[config.mk]
export PLATFORM = sky130hd
export DESIGN_NAME = csi_key_sequence_decoder_flat
export DESIGN_NICKNAME = d
export VERILOG_FILES = /design/src/cskd_pkg.sv /design/src/cskd_byte_if.sv /design/src/cskd_key_if.sv /design/src/cskd_in_reg.sv /design/src/cskd_parser.sv /design/src/cskd_out_reg.sv /design/src/csi_key_sequence_decoder.sv /design/src/flat_wrapper.sv
export SDC_FILE = /design/constraint.sdc
export NUM_CORES = 1
export LEC_CHECK = 0
export ABC_AREA = 1
export ABC_CLOCK_PERIOD_IN_PS = 3750
export BUFFER_PORTS_ARGS = -buffer_cell sky130_fd_sc_hd__buf_2
export CORE_ASPECT_RATIO = 0.8
export CORE_MARGIN = 2
export CORE_UTILIZATION = 30
export CTS_CLUSTER_DIAMETER = 80
export DETAILED_ROUTE_END_ITERATION = 7
export GPL_TIMING_DRIVEN = 1
export PLACE_DENSITY = 0.53
export SYNTH_ARGS = -nofsm -noshare
export SYNTH_HDL_FRONTEND = slang
export SYNTH_SLANG_ARGS = --single-unit
[constraint.sdc]
create_clock -name clk -period 3.75 [get_ports clk]
set_input_delay 0.375 -clock clk [delete_from_list [all_inputs] [get_ports clk]]
set_output_delay 0.375 -clock clk [all_outputs]
set_load 0.01 [all_outputs]
[src/cskd_pkg.sv]
// Shared types and constants for the CSI key sequence decoder.
package cskd_pkg;

  localparam logic [7:0] CSI_BYTE    = 8'h9B;
  localparam logic [7:0] CHAR_QUERY  = 8'h3F;  // '?'
  localparam logic [7:0] CHAR_SPACE  = 8'h20;  // ' '
  localparam logic [7:0] CHAR_AT     = 8'h40;  // '@'
  localparam logic [7:0] CHAR_TILDE  = 8'h7E;  // '~'
  localparam logic [7:0] CHAR_ZERO   = 8'h30;  // '0'
  localparam logic [7:0] CHAR_NINE   = 8'h39;  // '9'
  localparam logic [7:0] CHAR_UA     = 8'h41;  // 'A'
  localparam logic [7:0] CHAR_UB     = 8'h42;  // 'B'
  localparam logic [7:0] CHAR_UC     = 8'h43;  // 'C'
  localparam logic [7:0] CHAR_UD     = 8'h44;  // 'D'
  localparam logic [7:0] CHAR_US     = 8'h53;  // 'S'
  localparam logic [7:0] CHAR_UT     = 8'h54;  // 'T'

  localparam logic [4:0] NUM_SAT     = 5'd20;

  // Special key indices
  localparam logic [7:0] K_UP     = 8'd0;
  localparam logic [7:0] K_DOWN   = 8'd1;
  localparam logic [7:0] K_LEFT   = 8'd2;
  localparam logic [7:0] K_RIGHT  = 8'd3;
  localparam logic [7:0] K_SUP    = 8'd4;
  localparam logic [7:0] K_SDOWN  = 8'd5;
  localparam logic [7:0] K_SLEFT  = 8'd6;
  localparam logic [7:0] K_SRIGHT = 8'd7;
  localparam logic [7:0] K_HELP   = 8'd8;
  localparam logic [7:0] K_F1     = 8'd12;
  localparam logic [7:0] K_LAST   = 8'd31;

  typedef enum logic [2:0] {
    PH_IDLE,
    PH_CSI,
    PH_HELP,
    PH_SPACE,
    PH_NUMBER,
    PH_DROP
  } phase_t;

  typedef struct packed {
    logic       key_is_special;
    logic [7:0] key_code;
  } key_t;

endpackage

[src/cskd_byte_if.sv]
// Byte input channel: valid/ready handshake with one console byte.
interface cskd_byte_if;
  logic       valid;
  logic       ready;
  logic [7:0] rx_byte;

  modport source (output valid, output rx_byte, input ready);
  modport sink   (input valid, input rx_byte, output ready);
endinterface

[src/cskd_key_if.sv]
// Key output channel: valid/ready handshake with one decoded key.
interface cskd_key_if;
  logic       valid;
  logic       ready;
  logic       key_is_special;
  logic [7:0] key_code;

  modport source (output valid, output key_is_special, output key_code, input ready);
  modport sink   (input valid, input key_is_special, input key_code, output ready);
endinterface

[src/cskd_in_reg.sv]
// Input register stage: holds one received byte until the parser takes it.
module cskd_in_reg (
  input  logic       clk,
  input  logic       rst,
  cskd_byte_if.sink  rx,
  input  logic       advance,
  output logic       s1_valid,
  output logic [7:0] s1_byte
);

  // Take a new byte whenever the stage is empty or drains this cycle.
  assign rx.ready = !s1_valid || advance;

  always_ff @(posedge clk) begin
    if (rst) begin
      s1_valid <= 1'b0;
    end else if (rx.ready) begin
      s1_valid <= rx.valid;
    end
  end

  always_ff @(posedge clk) begin
    if (rx.ready && rx.valid) begin
      s1_byte <= rx.rx_byte;
    end
  end

endmodule

[src/cskd_parser.sv]
// Sequence parser: phase machine and digit accumulator, one byte per cycle while advance is high.
module cskd_parser (
  input  logic          clk,
  input  logic          rst,
  input  logic          advance,
  input  logic [7:0]    c,
  input  logic          fkey_decode_enable,
  output logic          res_valid,
  output cskd_pkg::key_t res
);

  cskd_pkg::phase_t phase, phase_next;
  logic [4:0]       number_value, number_next;

  logic       is_digit;
  logic [3:0] digit;
  logic [7:0] acc;

  assign is_digit = (c >= cskd_pkg::CHAR_ZERO) && (c <= cskd_pkg::CHAR_NINE);
  assign digit    = 4'(c - cskd_pkg::CHAR_ZERO);
  // 10 * value + digit, value never above the saturation limit
  assign acc = {number_value, 3'b000} + {2'b00, number_value, 1'b0} + {4'b0000, digit};

  // Next phase and accumulator
  always_comb begin
    phase_next  = cskd_pkg::PH_IDLE;
    number_next = number_value;
    unique case (phase)
      cskd_pkg::PH_CSI: begin
        if (c == cskd_pkg::CHAR_QUERY) begin
          phase_next = cskd_pkg::PH_HELP;
        end else if (c == cskd_pkg::CHAR_SPACE) begin
          phase_next = cskd_pkg::PH_SPACE;
        end else if (is_digit) begin
          phase_next  = cskd_pkg::PH_NUMBER;
          number_next = {1'b0, digit};
        end
      end
      cskd_pkg::PH_NUMBER: begin
        if (is_digit) begin
          phase_next  = cskd_pkg::PH_NUMBER;
          number_next = (acc > {3'b000, cskd_pkg::NUM_SAT}) ? cskd_pkg::NUM_SAT : acc[4:0];
        end
      end
      cskd_pkg::PH_IDLE: begin
        if (c == cskd_pkg::CSI_BYTE) begin
          phase_next = fkey_decode_enable ? cskd_pkg::PH_CSI : cskd_pkg::PH_DROP;
        end
      end
      default: begin
        phase_next = cskd_pkg::PH_IDLE;
      end
    endcase
  end

  // Result for the current byte
  always_comb begin
    res_valid          = 1'b0;
    res.key_is_special = 1'b1;
    res.key_code       = c;
    unique case (phase)
      cskd_pkg::PH_CSI: begin
        res_valid = 1'b1;
        unique case (c)
          cskd_pkg::CHAR_UA: res.key_code = cskd_pkg::K_UP;
          cskd_pkg::CHAR_UB: res.key_code = cskd_pkg::K_DOWN;
          cskd_pkg::CHAR_UC: res.key_code = cskd_pkg::K_RIGHT;
          cskd_pkg::CHAR_UD: res.key_code = cskd_pkg::K_LEFT;
          cskd_pkg::CHAR_UT: res.key_code = cskd_pkg::K_SUP;
          cskd_pkg::CHAR_US: res.key_code = cskd_pkg::K_SDOWN;
          default:           res_valid    = 1'b0;
        endcase
      end
      cskd_pkg::PH_HELP: begin
        res_valid    = 1'b1;
        res.key_code = cskd_pkg::K_HELP;
      end
      cskd_pkg::PH_SPACE: begin
        res_valid = 1'b1;
        unique case (c)
          cskd_pkg::CHAR_UA: res.key_code = cskd_pkg::K_SLEFT;
          cskd_pkg::CHAR_AT: res.key_code = cskd_pkg::K_SRIGHT;
          default:           res_valid    = 1'b0;
        endcase
      end
      cskd_pkg::PH_NUMBER: begin
        res_valid    = (c == cskd_pkg::CHAR_TILDE) && (number_value < cskd_pkg::NUM_SAT);
        res.key_code = cskd_pkg::K_F1 + {3'b000, number_value};
      end
      cskd_pkg::PH_DROP: begin
        res_valid = 1'b0;
      end
      default: begin
        res_valid          = (c != cskd_pkg::CSI_BYTE);
        res.key_is_special = 1'b0;
      end
    endcase
    res_valid = res_valid && advance;
  end

  always_ff @(posedge clk) begin
    if (rst) begin
      phase        <= cskd_pkg::PH_IDLE;
      number_value <= 5'd0;
    end else if (advance) begin
      phase        <= phase_next;
      number_value <= number_next;
    end
  end

endmodule

[src/cskd_out_reg.sv]
// Output register stage: holds one decoded key until the consumer takes it.
module cskd_out_reg (
  input  logic           clk,
  input  logic           rst,
  input  logic           load,
  input  cskd_pkg::key_t res,
  output logic           can_load,
  cskd_key_if.source     key
);

  // Free when empty or when the held key leaves this cycle.
  assign can_load = !key.valid || key.ready;

  always_ff @(posedge clk) begin
    if (rst) begin
      key.valid <= 1'b0;
    end else if (can_load) begin
      key.valid <= load;
    end
  end

  always_ff @(posedge clk) begin
    if (can_load && load) begin
      key.key_is_special <= res.key_is_special;
      key.key_code       <= res.key_code;
    end
  end

endmodule

[src/csi_key_sequence_decoder.sv]
// Top level of the CSI key sequence decoder.
//
//   channel  dir  handshake        payload
//   rx       in   valid / ready    rx_byte[7:0]
//   key      out  valid / ready    key_is_special, key_code[7:0]
//   cfg      in   cfg_we           cfg_wdata (fkey_decode_enable)
//
// One byte per cycle sustained while key is ready. A byte accepted on rx is held in
// the input register, parsed, and its key is loaded into the output register,
// from which it leaves on key when key is ready.
// Bytes that end or continue a sequence without a key pass through the parser
// and leave nothing on key.
// rst is synchronous: phase goes idle, accumulator clears, decode enabled.
// A stall on key holds one key in the output register and one byte in the
// input register; rx drops ready only when both are full.
module csi_key_sequence_decoder (
  input  logic       clk,
  input  logic       rst,
  cskd_byte_if.sink  rx,
  cskd_key_if.source key,
  input  logic       cfg_we,
  input  logic       cfg_wdata
);

  logic           fkey_decode_enable;
  logic           s1_valid;
  logic [7:0]     s1_byte;
  logic           can_load;
  logic           advance;
  logic           res_valid;
  cskd_pkg::key_t res;

  // Decode enable register; sampled by the parser only when CSI arrives.
  always_ff @(posedge clk) begin
    if (rst) begin
      fkey_decode_enable <= 1'b1;
    end else if (cfg_we) begin
      fkey_decode_enable <= cfg_wdata;
    end
  end

  // Advance the held byte through the parser whenever the output register
  // can take a result; bytes with no result advance under the same rule.
  assign advance = s1_valid && can_load;

  cskd_in_reg u_in_reg (
    .clk      (clk),
    .rst      (rst),
    .rx       (rx),
    .advance  (advance),
    .s1_valid (s1_valid),
    .s1_byte  (s1_byte)
  );

  cskd_parser u_parser (
    .clk                (clk),
    .rst                (rst),
    .advance            (advance),
    .c                  (s1_byte),
    .fkey_decode_enable (fkey_decode_enable),
    .res_valid          (res_valid),
    .res                (res)
  );

  cskd_out_reg u_out_reg (
    .clk      (clk),
    .rst      (rst),
    .load     (res_valid),
    .res      (res),
    .can_load (can_load),
    .key      (key)
  );

  // A special key index is always one of the defined codes.
  a_special_code: assert property (@(posedge clk) disable iff (rst)
    key.valid && key.key_is_special |->
      (key.key_code <= cskd_pkg::K_HELP) ||
      ((key.key_code >= cskd_pkg::K_F1) && (key.key_code <= cskd_pkg::K_LAST)))
    else $error("special key index out of range");

  // CSI never leaves as a plain key.
  a_no_plain_csi: assert property (@(posedge clk) disable iff (rst)
    key.valid && !key.key_is_special |-> key.key_code != cskd_pkg::CSI_BYTE)
    else $error("CSI passed through as plain key");

  // A held byte stays in the input register while the output is blocked.
  a_hold_input: assert property (@(posedge clk) disable iff (rst)
    s1_valid && !can_load |=> s1_valid && $stable(s1_byte))
    else $error("input byte lost during output stall");

  // Nothing is loaded into a full, stalled output register.
  a_no_overwrite: assert property (@(posedge clk) disable iff (rst)
    key.valid && !key.ready |-> !res_valid)
    else $error("result produced into a stalled output register");

endmodule

[src/flat_wrapper.sv]
// flat-port wrapper written by rule: the top's interface ports become plain ports
module csi_key_sequence_decoder_flat 
  (clk, rst, cfg_we, cfg_wdata, rx_valid, rx_rx_byte, rx_ready, key_valid, key_key_is_special, key_key_code, key_ready);
  cskd_byte_if rx_i ();
  cskd_key_if key_i ();
  input  logic clk;
  input  logic rst;
  input  logic cfg_we;
  input  logic cfg_wdata;
  input wire logic [$bits(rx_i.valid)-1:0] rx_valid;
  input wire logic [$bits(rx_i.rx_byte)-1:0] rx_rx_byte;
  output wire logic [$bits(rx_i.ready)-1:0] rx_ready;
  output wire logic [$bits(key_i.valid)-1:0] key_valid;
  output wire logic [$bits(key_i.key_is_special)-1:0] key_key_is_special;
  output wire logic [$bits(key_i.key_code)-1:0] key_key_code;
  input wire logic [$bits(key_i.ready)-1:0] key_ready;
  assign rx_i.valid = rx_valid;
  assign rx_i.rx_byte = rx_rx_byte;
  assign rx_ready = rx_i.ready;
  assign key_valid = key_i.valid;
  assign key_key_is_special = key_i.key_is_special;
  assign key_key_code = key_i.key_code;
  assign key_i.ready = key_ready;
  csi_key_sequence_decoder u_core (.clk(clk), .rst(rst), .rx(rx_i), .key(key_i), .cfg_we(cfg_we), .cfg_wdata(cfg_wdata));
endmodule
# Word level (Yosys, flattened, before mapping)
# Cells that the tools add are included.
[word_totals] ff_bits=28 in_bits=14 output_inout_bits=11 elab_cells=72
[classes] n_addsub=4 n_lt_le_gt_ge=4 n_eq_ne=21 mux=19 reduce_logical=16
[ops] op="$eq A8 B7 Y1 const B" count=8
[ops] op="$pmux W8 S6" count=1
[ops] op="$pmux W8 S4" count=1
[ops] op="$mux W5" count=5
[ops] op="$eq A8 B6 Y1 const B" count=2
[ops] op="$pmux W8 S2" count=1
[ops] op="$mux W3" count=5
[ops] op="$pmux W5 S2" count=1
[ops] op="$pmux W3 S3" count=1
[ops] op="$add A8 B4 Y8" count=1
[ops] op="$add A8 B6 Y8" count=1
[ops] op="$eq A8 B8 Y1 const B" count=1
[ops] op="$ge A8 B6 Y1 const B" count=1
[ops] op="$gt A8 B5 Y1 const B" count=1
[ops] op="$le A8 B6 Y1 const B" count=1
[ops] op="$ne A2 B2 Y1 const B" count=4
[ops] op="$ne A8 B8 Y1 const B" count=1
[ops] op="$add A4 B5 Y6 const A" count=1
[ops] op="$eq A3 B2 Y1 const B" count=2
[ops] op="$eq A3 B3 Y1 const B" count=2
[ops] op="$logic_and A1 B1 Y1" count=6
[ops] op="$reduce_and A6 Y1" count=1
[ops] op="$reduce_or A6 Y1" count=1
[ops] op="$lt A5 B5 Y1 const B" count=1
[ops] op="10 further kinds" count=14

# Logic depth before layout (Yosys ltp)
# Gate-level depths: netlist (run 1).
[logic_depth] ltp_word=6 depth_mapped=13 depth_no_buf=13

# Hierarchy
# A second synthesis (run 1) with hierarchy kept.
[unflattened] cells_unflattened=250 hier_area_um2=1926.8
[by_module_without_submodules] mod="cskd_parser" n_inst=1 cells_each=213 area_each_um2=1266.2 seq_area_each_um2=160.2
[by_module_without_submodules] mod="cskd_out_reg" n_inst=1 cells_each=15 area_each_um2=317.8 seq_area_each_um2=290.3
[by_module_without_submodules] mod="cskd_in_reg" n_inst=1 cells_each=14 area_each_um2=287.8 seq_area_each_um2=260.2
[by_module_without_submodules] mod="csi_key_sequence_decoder" n_inst=1 cells_each=8 area_each_um2=55.1 seq_area_each_um2=20.0

# Worst setup path before layout (run 1)
# No wires, ideal clock.
[synth_path] kind="register to register" from="register u_core.u_in_reg.s1_byte[3]" to="register u_core.u_parser.number_value[0]" setup_ns=0.070 arrival_time_ns=2.196 t_required_ns=3.680 slack_ns=1.483 path_stages_with_launch=13 path_buffers=0 synth_period_minus_slack_ns=2.267 cell_sequence="edfxtp_1 > fa_1 > inv_1 > fa_1 > inv_1 > nand2_1 > nand2_1 > a21oi_1 > nor2_1 > nand3_1 > nand2_1 > nand2_1 > a21oi_1"
[synth_between] elab_chain_len=6 word_cells_on_any_way=16 cone_classes="2 x add/sub; 3 x order compare; 6 x eq/ne; 3 x mux; 2 x reduce/logical"
[synth_rtl] item="start: declaration" line_no="cskd_in_reg.sv:8" text="output logic [7:0] s1_byte"
[synth_rtl] item="start signal: assignment" line_no="cskd_in_reg.sv:24" text="s1_byte <= rx.rx_byte;"
[synth_rtl] item="$sub A4 B1 Y4" line_no="cskd_parser.sv:20" text="assign digit = 4'(c - cskd_pkg::CHAR_ZERO);"
[synth_rtl] item="$add A8 B4 Y8" line_no="cskd_parser.sv:22" text="assign acc = {number_value, 3'b000} + {2'b00, number_value, 1'b0} + {4'b0000, digit};"
[synth_rtl] item="$gt A8 B5 Y1" line_no="cskd_parser.sv:42" text="number_next = (acc > {3'b000, cskd_pkg::NUM_SAT}) ? cskd_pkg::NUM_SAT : acc[4:0];"
[synth_rtl] item="$mux W5" line_no="cskd_parser.sv:42"
[synth_rtl] item="$mux W5" line_no="cskd_parser.sv:40" text="if (is_digit) begin"
[synth_rtl] item="$pmux W5 S2" line_no="cskd_parser.sv:28" text="unique case (phase)"
[synth_rtl] item="end signal: assignment" line_no="cskd_parser.sv:107" text="number_value <= number_next;"
[synth_rtl] item="end: declaration" line_no="cskd_parser.sv:13" text="logic [4:0] number_value, number_next;"
# Several ways; a longest one is shown, not always the timed one. The select of a mux whose other input is x is not followed.
# A chain may end at the register's enable or synchronous reset.

# Worst setup path in the final report (run 1)
# Same ends and word-level chain as after synthesis.

==> metrics.md, run 1 <==
| Metric | Value |
|---|---|
| CTS H-tree depth | 1 |
| Cells taking the most area after synthesis | edfxtp_1 (26%), nand2_1 (12%), dfxtp_1 (11%), ha_1 (6.4%), inv_1 (6.3%) |
| R2r endpoint | u_core.u_parser.number_value[0] |
| Core footprint | 6340 µm² |
| Gp weighted congestion | 0.831 |
| Drt via density | 4.63 |
| Status | completed |
| Type of the tightest min-delay check | in2reg |
| Yosys warns | 0 |
| Hold_sp | rx_rx_byte[0] |
| Most frequent cell after synthesis | nand2_1 |
| Synthesized flop and latch total | 28 |
| CTS clk-pin slew, worst paths | 0.11 ns |
| Crit Path Category | reg2reg |
| Leak Pwr | 0.00102 µW |
| Hold Violations, Final | 0 |
| Max-slew violation count | 0 |
| Chip height | 76.3 µm |
| Slew @ Worst Pin | 0.374 ns |
| Pre-CTS worst setup slack | 1.28 ns |
| Ratio of cells with drive above 1 in the final layout | 0.208 |
| Setup ws final | 1.26 ns |
| Full die area | 7210 µm² |
| DR pass1 iterations | 4 |
| Distinct cells, synth | 32 |
| Worst vdd ir | 0.000188 V |
| Grt total ovfl | 0 |
| Routed WL | 4590 µm |
| # port buffers | 24 |
| Maximum clock frequency | 402 MHz |
| Post_cts resized | 0 |
| Worst clock skew | 0.00768 ns |
| Post-layout total power | 642 µW |
| Predominant post-synthesis flop cell | edfxtp_1 |
| Relative slew margins | 0.751 |
| CTS tree | done |
| CTS max path bufs | 2 |
| Crit Path Max Fanout | 7 |
| Cell area after synthesis | 1960 µm² |
| EDFF count, synth | 17 |
| CP Launch Type | register |
| # IOs | 25 |
| Worst setup startpoint | u_core.u_in_reg.s1_byte[3] |
| R2R cell count | 12 |
| Wirelength per Cell | 12.5 µm |
| Post-CTS setup buffer count | 0 |
| Final setup TNS | 0 ns |
| Synth top cells by count | nand2_1 (63), inv_1 (33), a21oi_1 (22), nor2_1 (22), edfxtp_1 (17) |
| Cell Rows | 26 |
| Final HPWL DP | 3730 µm |
| Reg2Reg Setup Slack | 1.26 ns |
| Antenna violations before repair | 0 |
| Area Growth Syn to Fin | 14.3% |
| Worst skew pair latency | 0.28 ns |
| Clock sinks | 28 |
| DRT iter0 DRCs | 91 |
| Nets | 310 |
| Period minus WS final | 2.49 ns |
| Drt drc | 0 |
| Hold Buf Count CTS | 0 |
| Origin of the critical flop-to-flop path | u_core.u_in_reg.s1_byte[3] |
| Area leader, netlist | edfxtp_1 |
| Post-route clock period utilization | 0.663 |
| Max Cap Viol | 0 |
| Cell Pwr Density | 286 nW/µm² |
| RSZ-0062 raised after global routing | no |
| Final setup violation count | 0 |
| Vias in the first global route | 1557 |
| Syn Area/Cell | 7.63 µm² |
| Global-route wire length before repair | 7600 µm |
| Largest net degree at the start of global routing | 17 |
| Final ANT Viol Nets | 0 |
| CTS root buf | clkbuf_8 |
| Initial Utilization | 0.309 |
| GRT Total Usage | 0.131 |
| Async S/R FF share, synth | 0 |
| Die W | 94.4 µm |
| CTS Buf Count | 3 |
| Setup crit end kind | register |
| Crit path to | u_core.u_parser.number_value[0] |
| Worst Path Required | 3.97 ns |
| Syn_nets | 283 |
| Worst endpoint data arrival time | 2.71 ns |
| Post-Synthesis Cells | 257 |
| Top cell type's share of synthesized area | 0.260 |
| Via Count | 1701 |
| Seq/Total Area, Yosys | 0.372 |
| Diodes inserted | 0 |
==> placed cells by master (no fill, tap or decap) <==
master	netlist	routed
clkbuf_8	0	3
edfxtp_1	17	17
or2_2	2	2
dfxtp_1	11	11
nor2_8	1	1
nand3_4	2	2
clkbuf_16	0	1
nand3_1	14	14
nor2_2	4	4
nand2_4	1	1
o21ai_0	7	7
xnor2_1	2	2
nand2_2	6	6
o21ai_1	3	3
o211ai_1	2	2
buf_2	0	24
fa_1	2	2
ha_1	10	10
nor3_1	5	5
nand3_2	2	2
and2_1	1	1
nor2_4	2	2
a21oi_1	22	22
inv_1	33	33
inv_2	6	6
nand2_1	63	63
a21oi_2	3	3
clkinv_1	1	1
o22ai_1	3	3
clkinv_4	1	1
nor3_4	1	1
nor2_1	22	22
nand4_1	6	6
==> stage by stage <==
step                      instance area, µm²   util  hold WS [ns]  cells
final                                   2240  0.353         0.262    367
after global routing                    2240  0.353         0.249    367
after CTS                               2240  0.353         0.259    367
after detailed placement                2180  0.343         0.476    363
after global placement                  2180  0.343         0.468    363
after floorplan                         1960      -         0.441    257
==> flip-flops by register name, summed over array words and instances (netlist names) <==
name,cells
u_core.u_in_reg.s1_byte,8
u_core.u_out_reg.key.key_code,8
u_core.u_parser.number_value,5
u_core.u_parser.phase,3
u_core.fkey_decode_enable,1
u_core.u_in_reg.s1_valid,1
u_core.u_out_reg.key.key_is_special,1
u_core.u_out_reg.key.valid,1
==> how the worst min path moves through the flow <==
stage | to | cells after the start | slack [ns]
after global routing | u_core.u_in_reg.s1_byte[0] | 1 | 0.25
after floorplan | u_core.fkey_decode_enable | 2 | 0.44
final | u_core.u_in_reg.s1_byte[0] | 1 | 0.26
after detailed placement | u_core.fkey_decode_enable | 2 | 0.48
after global placement | u_core.fkey_decode_enable | 2 | 0.47
after CTS | u_core.u_in_reg.s1_byte[0] | 1 | 0.26
==> cells by family (layout without fill, tap and decap cells) <==
kind of cell | after synthesis | after routing | synth area share
AO/OA/AOI/OAI | 40 | 40 | 0.112
XOR/XNOR | 2 | 2 | 0.00893
adder cells (fa/ha/maj) | 12 | 12 | 0.0842
buffers and inverters | 43 | 69 | 0.0867
flip-flops | 28 | 28 | 0.372
AND/OR/NAND/NOR | 132 | 132 | 0.335
==> power by group <==
group          total [µW]  internal [µW]  switching [µW]
Clock                 218            116             102
Combinational        68.8           24.1            44.7
Sequential            355            342            12.5
==> layer usage <==
layer / share of wire / track usage / wire length (µm)
met4: 0.0026 / 0.00870 / 12
met5: 0 / 0 / 0
met2: 0.41 / 0.195 / 1900
met3: 0.044 / 0.0277 / 202
met1: 0.54 / 0.204 / 2470
==> final cells by class <==
type / instances / area, µm²
fillers: 670 / 4100
multi-input cells: 186 / 1060
inverters: 41 / 159
well taps: 84 / 105
repair buffers: 24 / 120
clock buffers: 4 / 66.3
flip-flops and latches: 28 / 731
==> critical path, cell delays in order, from the launching register on <==
cell and delay (ns):
edfxtp_1 0.53, fa_1 0.57, inv_1 0.07, fa_1 0.43, inv_1 0.08, nand2_1 0.05, nand2_1 0.08, a21oi_1 0.04
nor2_1 0.21, nand3_1 0.11, nand2_1 0.09, nand2_1 0.05, a21oi_1 0.11
(Power assumes the default switching activity.)
==> run 2: changes to the inputs <==
- ABC_CLOCK_PERIOD_IN_PS: 3750 -> 2400
- clock period: 3.75 -> 2.4 ns (I/O delays scaled with it)
==> metrics.md, run 2 (synthesis gave the netlist of run 1 again) <==
| Metric | Value |
|---|---|
| Hold_sp | rx_rx_byte[7] |
| Slowest stage delay, CP | 0.58 ns (about the same) |
| Final setup violation count | 0 (unchanged) |
| # port buffers | 24 (unchanged) |
| Maximum clock frequency | 437 MHz (+8.6%) |
| Setup crit end kind | register |
| Clock share of power | 0.286 (-0.054) |
| Cell Pwr Density | 408 nW/µm² (+42%) |
| Clock sinks | 28 (unchanged) |
| Origin of the critical flop-to-flop path | u_core.u_in_reg.s1_byte[3] |
| Fin util | 0.363 (+0.00907) |
| Initial Utilization | 0.309 (unchanged) |
| Worst skew pair latency | 0.28 ns (about the same) |
| Cell Chain, Critical Path | fa_1 > inv_1 > fa_2 > a21oi_2 > nor2_2 > nand3_1 > nand2_1 > nand2_1 > a21oi_2 |
| CTS max path bufs | 2 (unchanged) |
| Routed WL | 4760 µm (+3.9%) |
| Core footprint | 6340 µm² (unchanged) |
| Ratio of cells with drive above 1 in the final layout | 0.260 (+0.0510) |
| Status | completed |
| DRT iter0 DRCs | 79 (-13%) |
| Hold Buf Count CTS | 0 (unchanged) |
| Final HPWL DP | 3950 µm (+5.7%) |
| Switching pwr | 245 µW (+54%) |
| CP Launch Type | register |
| Drt drc | 0 (unchanged) |
| Final ANT Viol Nets | 0 (unchanged) |
| Full die area | 7210 µm² (unchanged) |
| Diodes inserted | 0 (unchanged) |
| Largest net degree at the start of global routing | 16 (-1) |
| Comb power frac | 0.128 (+0.021) |
| Leak Pwr | 0.00103 µW (+0.80%) |
| Area Growth Syn to Fin | 17.2% |
| Relative slew margins | 0.763 (+0.0121) |
| Antenna violations before repair | 0 (unchanged) |
| Vias in the first global route | 1619 (+4.0%) |
| Post-CTS setup buffer count | 0 (unchanged) |
| Seq pwr share | 0.585 (+0.032) |
| Crit Path Max Fanout | 4 (-3) |
| Crit Path Category | reg2reg |
| CTS tree | done |
| Period minus WS final | 2.29 ns (-0.197 ns) |
| DR pass1 iterations | 4 (unchanged) |
| Non-Filler Instances | 373 (+1.6%) |
| Commonest non-fill, non-tap cell in the layout | nand2_1 |
| Post-Place Cells | 369 (+1.7%) |
| CTS Buf Count | 3 (unchanged) |
| WHS Path Cells | 1 (unchanged) |
| CTS clk-pin slew, worst paths | 0.10 ns (about the same) |
| Hold slack final | 0.124 ns (-0.138 ns) |
| Via Count | 1740 (+2.3%) |
| Worst endpoint data arrival time | 2.51 ns (-0.20 ns) |
| Largest registers | u_core.u_in_reg.s1_byte x8, u_core.u_out_reg.key.key_code x8, u_core.u_parser.number_value x5 |
| Gp weighted congestion | 0.900 (+8.2%) |
| CP max stage cell | fa_1 |
| WHS Endpoint | u_core.u_in_reg.s1_byte[7] |
| Grt total ovfl | 0 (unchanged) |
| Hold Violations, Final | 0 (unchanged) |
| Internal power | 693 µW (+43%) |
| Nets | 316 (+1.9%) |
| Type of the tightest min-delay check | in2reg |
| RSZ-0062 raised after global routing | yes |
| Reg2Reg Setup Slack | 0.11 ns (-1.15 ns) |
| Worst Path Required | 2.62 ns (-1.35 ns) |
| Post-route clock period utilization | 0.954 (+0.291) |
| CTS H-tree depth | 1 (unchanged) |
| CTS root buf | clkbuf_8 |
| Max-slew violation count | 0 (unchanged) |
| Cell Rows | 26 (unchanged) |
| R2R cell count | 9 (-3) |
| Sw Ratio | 0.261 (+0.0136) |
| Drt via density | 4.66 (+0.65%) |
| Post_cts resized | 0 (unchanged) |
| Slew @ Worst Pin | 0.355 ns (-0.0186 ns) |
| Worst vdd ir | 0.000276 V (+46%) |
| GRT Total Usage | 0.139 (+0.00763) |
| Chip height | 76.3 µm (unchanged) |
| Global-route wire length before repair | 7830 µm (+3.0%) |
| Die W | 94.4 µm (unchanged) |
| Most frequent cells in the layout | nand2_1 (60), inv_1 (31), buf_2 (24) |
| Worst clock skew | 0.00556 ns (-0.00212 ns) |
| # IOs | 25 (unchanged) |
| Wirelength per Cell | 12.8 µm (+2.2%) |
| R2r endpoint | u_core.u_parser.number_value[0] |
| Max Cap Viol | 0 (unchanged) |
==> run 2: cell types whose count changed in the layout (fill, tap and decap cells not counted), moves of 2 or more <==
cell     change
buf_4        +6
nand2_1      -3
nand2_2      +3
a21oi_1      -2
a21oi_2      +2
inv_1        -2
==> run 2: per-layer routing <==
| metal | track usage | vias to the layer above | routed length [µm] |
|---|---|---|---|
| met5 | 0 | - | 0 |
| met4 | 0.0261 | 0 | 27 |
| met3 | 0.0267 | 4 | 314 |
| met2 | 0.204 | 49 | 2030 |
| met1 | 0.213 | 772 | 2390 |
| li1 | - | 915 | - |
==> run 2: area by class of cell <==
type                       instances  area (µm²)
timing repair buffer              30         165
fill                             676        4040
sequential                        28         731
clock buffer                       3        41.3
inverter                          41         163
tap                               84         105
clock inverter                     1        3.75
multi-input combinational        186        1090
==> run 2: how the worst max path moves through the flow <==
stage                                          startpoint  cells past startpoint                               to
after floorplan                u_core.u_in_reg.s1_byte[3]                     12  u_core.u_parser.number_value[0]
final                          u_core.u_in_reg.s1_byte[3]                      9  u_core.u_parser.number_value[0]
after global placement         u_core.u_in_reg.s1_byte[3]                     10  u_core.u_parser.number_value[1]
after detailed placement  u_core.u_parser.number_value[0]                     12  u_core.u_parser.number_value[0]
after CTS                 u_core.u_parser.number_value[0]                     12  u_core.u_parser.number_value[0]
after global routing           u_core.u_in_reg.s1_byte[3]                     12  u_core.u_parser.number_value[0]
==> run 2: critical path, delay by kind of cell, from the launching register on <==
kind | cells | cell delay [ns]
flops | 1 | 0.43
fa+ha+maj | 2 | 1.12
simple gates | 4 | 0.43
compound gates | 2 | 0.20
buf+inv | 1 | 0.06
==> run 2: per-stage QoR <==
stage,setup WS (ns),total power [µW],setup TNS [ns],cell area (µm²)
after floorplan,0.133,631,0,1960
after global placement,0.119,678,0,2220
after detailed placement,0.0479,679,0,2220
after CTS,0.0347,951,0,2270
after global routing,-0.0329,980,-0.0329,2300
final,0.109,938,0,2300
==> run 2: power by group through the flow <==
stage / Clock, µW / Sequential [µW] / Combinational (µW)
final: 269 / 549 / 120
after global placement: 0 / 560 / 118
after detailed placement: 0 / 560 / 119
after floorplan: 0 / 566 / 65.5
after global routing: 292 / 551 / 136
after CTS: 283 / 549 / 119
